**src/rtl/core/assert_macros.svh**
```systemverilog
// Assertion macros shared by the RTL of the execute unit.
`ifndef ASSERT_MACROS_SVH
`define ASSERT_MACROS_SVH
`ifndef NO_ASSERTIONS
// Property checked on every rising clk edge outside reset.
`define ASSERT_CLK(lbl, prop, msg) \
	lbl: assert property (@(posedge clk) disable iff (!arst_n) prop) else $error(msg);
// Condition that must never hold on a rising clk edge outside reset.
`define ASSERT_NEVER(lbl, expr, msg) \
	lbl: assert property (@(posedge clk) disable iff (!arst_n) !(expr)) else $error(msg);
`else
`define ASSERT_CLK(lbl, prop, msg)
`define ASSERT_NEVER(lbl, expr, msg)
`endif
`endif

```
**src/rtl/core/x86alu_ram.sv**
```systemverilog
// Generic single-write, single-read RAM with registered read data.
module x86alu_ram #(
	parameter int WIDTH = 8,
	parameter int DEPTH = 256
) (
	input  logic                     clk,
	input  logic                     we,
	input  logic [$clog2(DEPTH)-1:0] waddr,
	input  logic [WIDTH-1:0]         wdata,
	input  logic                     re,
	input  logic [$clog2(DEPTH)-1:0] raddr,
	output logic [WIDTH-1:0]         rdata
);

	logic [WIDTH-1:0] mem_q [DEPTH];

	always_ff @(posedge clk) begin
		if (we) begin
			mem_q[waddr] <= wdata;
		end
		if (re) begin
			rdata <= mem_q[raddr];
		end
	end

endmodule

```
**config.mk**
```make
export PLATFORM = sky130hd
export DESIGN_NAME = x86alu_ram
export DESIGN_NICKNAME = d
export VERILOG_FILES = /design/src/rtl/core/assert_macros.svh /design/src/rtl/core/x86alu_ram.sv
export SDC_FILE = /design/constraint.sdc
export NUM_CORES = 2
export LEC_CHECK = 0
export ABC_AREA = 1
export BUFFER_PORTS_ARGS = -buffer_cell sky130_fd_sc_hd__buf_2
export CAP_MARGIN = 30
export CELL_PAD_IN_SITES_DETAIL_PLACEMENT = 1
export CELL_PAD_IN_SITES_GLOBAL_PLACEMENT = 1
export CORE_MARGIN = 5
export CORE_UTILIZATION = 30
export CTS_BUF_LIST = sky130_fd_sc_hd__clkbuf_8
export DETAILED_ROUTE_END_ITERATION = 7
export PLACE_DENSITY_LB_ADDON = 0.1
export SKIP_LAST_GASP = 1
export SYNTH_ARGS = -nofsm -noshare
export SYNTH_HDL_FRONTEND = slang
export SYNTH_SLANG_ARGS = --single-unit
```
**constraint.sdc**
```tcl
create_clock -name clk -period 4.42 [get_ports clk]
set_input_delay 0.221 -clock clk [delete_from_list [all_inputs] [get_ports clk]]
set_output_delay 0.221 -clock clk [all_outputs]
set_load 0.05 [all_outputs]
```
==> results.tsv <==
stage	metric	value	unit
sta	worst hold slack	0.125	ns
setup_path	Crit path top cell by count	nand3_1	
sta	RSZ-0062 raised after global routing	no	
clock_tree	root buffer cell	clkbuf_8	
power_and_ir_drop	Sequential Power Share	0.530	
synth	Area contributors post-synth	edfxtp_1, nand3_1, nand2_1	
sta	FMAX	340	MHz
sta	TNS Setup	0	ns
worst_hold_path	WHS Endpoint	rdata[7]	
synth	Syn Inst Count	7003	
setup_path	CP delay by family, top	buffers and inverters	
power_and_ir_drop	PwrDens	428	nW/um^2
clock_tree	# H-tree levels	5	
power_and_ir_drop	leakage power	32.9	nW
routing	Pre-antenna DRT Iters	5	
setup_path	reg-to-reg endpoint	rdata[0]	
worst_hold_path	worst hold start	raddr[6]	
setup_path	WP buf/inv	4	
setup_path	Reg-to-Reg Start	mem_q[143][0]	
clock_tree	clk sinks	2056	
global_routing	first-pass GRT wire length	428000	um
flow_run	max_cap viols	0	
outcome	outcome	completed	
sta	Setup Skew	0.0615	ns
clock_tree	maximum buffer depth of the clock tree	4	
global_routing	GRT met2 Usage	0.333	
place	PortBufs	34	
sta	Hold Fails Final Rpt	0	
layout	Util after Layout	0.343	
place	final RePlAce weighted congestion	0.775	
place	Inst Count DP	10500	
power_and_ir_drop	Sw Share	0.254	
setup_path	WS Path Type	input port to register	
power_and_ir_drop	Sw Pwr	0.0103	W
synth	Mapped Area	83500	sq um
sta	Worst-Margin Slew	1.13	ns
synth	syn_area_per_cell	11.9	sq um
setup_path	Crit Path Max Fanout	182	
global_routing	initial antenna violation count	16	
setup_path	R2R setup slack	1.82	ns
worst_hold_path	hold depth	6	
clock_tree	TritonCTS Buffers	375	
routing	WL/cell	26.6	um
die	Ports	35	
global_routing	GR peak layer	met2	
setup_path	worst path cell trace	buf_8 > inv_16 > buf_4 > nand2_1 > nand3_1 > nand3_1 > nand3_1 > nand3_1 > nand3_1 > nand3_1 > nand2_1 > nand2_1 > dlygate4sd3_1 > nand2_1	
worst_hold_path	Hold Path Class	input port to register	
die	cell row count	193	
clock_tree	post-cts resize count	0	
routing	vias	55800	
global_routing	vias in the first global route	57900	
synth	Synth top area share	0.740	
layout	share of layout cells above drive strength 1	0.0936	
global_routing	largest net degree at the start of global routing	183	
setup_path	crit end category	register	
global_routing	GRT overflow	0	
setup_path	max incr delay on CP	0.62	ns
layout	area grow syn2layout	13.8	%
synth	Post-Synth Adder-Cell Area	0	
power_and_ir_drop	Pint	0.0303	W
synth	leading area contributor after synthesis	edfxtp_1	
power_and_ir_drop	worst-case vdd ir drop	0.209	mV
sta	setup violators final	0	
die	Die Ht	538	um
sta	Final Cycle Share	0.666	
setup_path	CP Data Arrival Time	3.80	ns
layout	Non-Filler Instances	11200	
synth	Compound-Gate Fraction of Synth Area	0	
sta	slew margin rel.	0.248	
die	core area	277000	sq um
synth	Unique masters post-synth	13	
die	Die W	538	um
routing	Via density	5.00	
clock_tree	Clk Latency, worst-skew pair	0.99	ns
die	die area	289000	sq um
global_routing	GR Layer Usage met3	0.0278	
synth	Syn. warnings	0	
clock_tree	CTS tree	yes	
layout	Nets	7186	
clock_tree	post-CTS setup buffer count	0	
routing	Routed Antenna Nets	0	
die	Initial Util	0.302	
synth	post-synthesis sequential area ratio	0.740	
synth	largest family of logic cells by synthesized area	simple AND/OR/NAND/NOR gates	
synth	Yosys reg bits	2056	
synth	simple-gate share of the synthesized area	0.229	
sta	min cycle time layout	2.94	ns
routing	initial drt markers	4010	
routing	drt total wl	297000	um
global_routing	Tot GR Track Use	0.202	
synth	xor/xnor share of the synthesized area	0	
synth	post-synthesis mux area share	0	
clock_tree	clock transition at the registers of the reported paths	0.06	ns
place	hpwl dp	169000	um
setup_path	Required @ worst endpoint	5.28	ns
routing	# DRC	0	
setup_path	slowest CP cell	buf_4	
power_and_ir_drop	power share of the combinational group	0.068	
setup_path	Worst Reg-to-Reg Cells	11	
global_routing	GRT met1 Usage	0.285	
synth	Synth Net Count	7030	
sta	Max Transition Viols Final	0	
setup_path	critical path launch point type	input port	
power_and_ir_drop	Clock Power Share	0.402	
per-layer routing:
layer	vias to the layer above	part of all wire	wire length (um)
met5	-	0.000040	12
met4	2	0.020	6020
met3	366	0.041	12200
met2	1191	0.47	141000
met1	29000	0.46	138000
li1	25300	-	-
registers in the layout (all words and copies together), names as in the netlist:
register / flops
mem_q: 2048
rdata: 8
how the worst max path moves through the flow:
stage / start / endpoint / slack (ns) / depth (start not counted)
after detailed placement: raddr[0] / rdata[3] / 0.50 / 13
after CTS: raddr[0] / rdata[0] / 1.54 / 14
final: raddr[0] / rdata[0] / 1.48 / 14
after global placement: raddr[0] / rdata[3] / 0.45 / 13
after floorplan: we / mem_q[162][0] / 2.71 / 4
after global routing: raddr[0] / rdata[0] / 1.34 / 14
stage by stage:
step           cell area (sq um)  total power, W  worst slack, ns
6_report                   95000          0.0406             1.48
5_1_grt                    94900          0.0424             1.34
4_1_cts                    94900          0.0413             1.54
3_5_place_dp               88300          0.0248            0.505
3_3_place_gp               88100          0.0247            0.450
2_1_floorplan              83500          0.0233             2.71
Yosys cell counts:
master	count
nand2_1	2123
edfxtp_1	2056
nand3_1	2019
nor2_1	283
buf_2	268
clkbuf_1	112
buf_4	46
buf_1	40
inv_1	36
buf_6	16
inv_2	2
buf_8	1
inv_4	1
timing repair:
action / in CTS / in global routing
hold buffers: 11 / 0
setup endpoints to repair: 0 / 0
endpoints found under the hold margin: 690 / 0
area by class of cell:
cell class / instances / area [sq um]
multi-input combinational: 4425 / 19200
sequential: 2056 / 61700
timing repair buffer: 262 / 2700
clock buffer: 380 / 5230
clock inverter: 282 / 1280
antenna: 6 / 15.0
fill: 29900 / 182000
inverter: 39 / 183
tap: 3705 / 4640
power by group through the flow:
| stage | sequential, W | clock, W | combinational, W |
|---|---|---|---|
| 6_report | 0.0215 | 0.0163 | 0.00276 |
| 5_1_grt | 0.0215 | 0.0179 | 0.00299 |
| 4_1_cts | 0.0215 | 0.0169 | 0.00282 |
| 3_5_place_dp | 0.0219 | 0 | 0.00281 |
| 3_3_place_gp | 0.0219 | 0 | 0.00280 |
| 2_1_floorplan | 0.0220 | 0 | 0.00133 |
cell usage in the layout, fill, tap and decap left out, drive strengths merged:
| cell | count |
|---|---|
| diode | 6 |
| buf | 251 |
| clkinv | 132 |
| clkinvlp | 7 |
| clkbuf | 380 |
| inv | 178 |
| nor2 | 283 |
| bufinv | 4 |
| edfxtp | 2056 |
| nand2 | 2123 |
| dlygate4sd3 | 11 |
| nand3 | 2019 |
kinds of logic after synthesis:
| kind of cell | after synthesis |
|---|---|
| and+or+nand+nor | 4425 |
| DFF | 2056 |
| buffers and inverters | 522 |
worst min-delay path, delay by kind of cell:
kind,cells,cell delay [ns]
AND/OR/NAND/NOR,4,0.32
buffers and inverters,2,0.39
No activity file was read; power rests on OpenSTA's default activity.
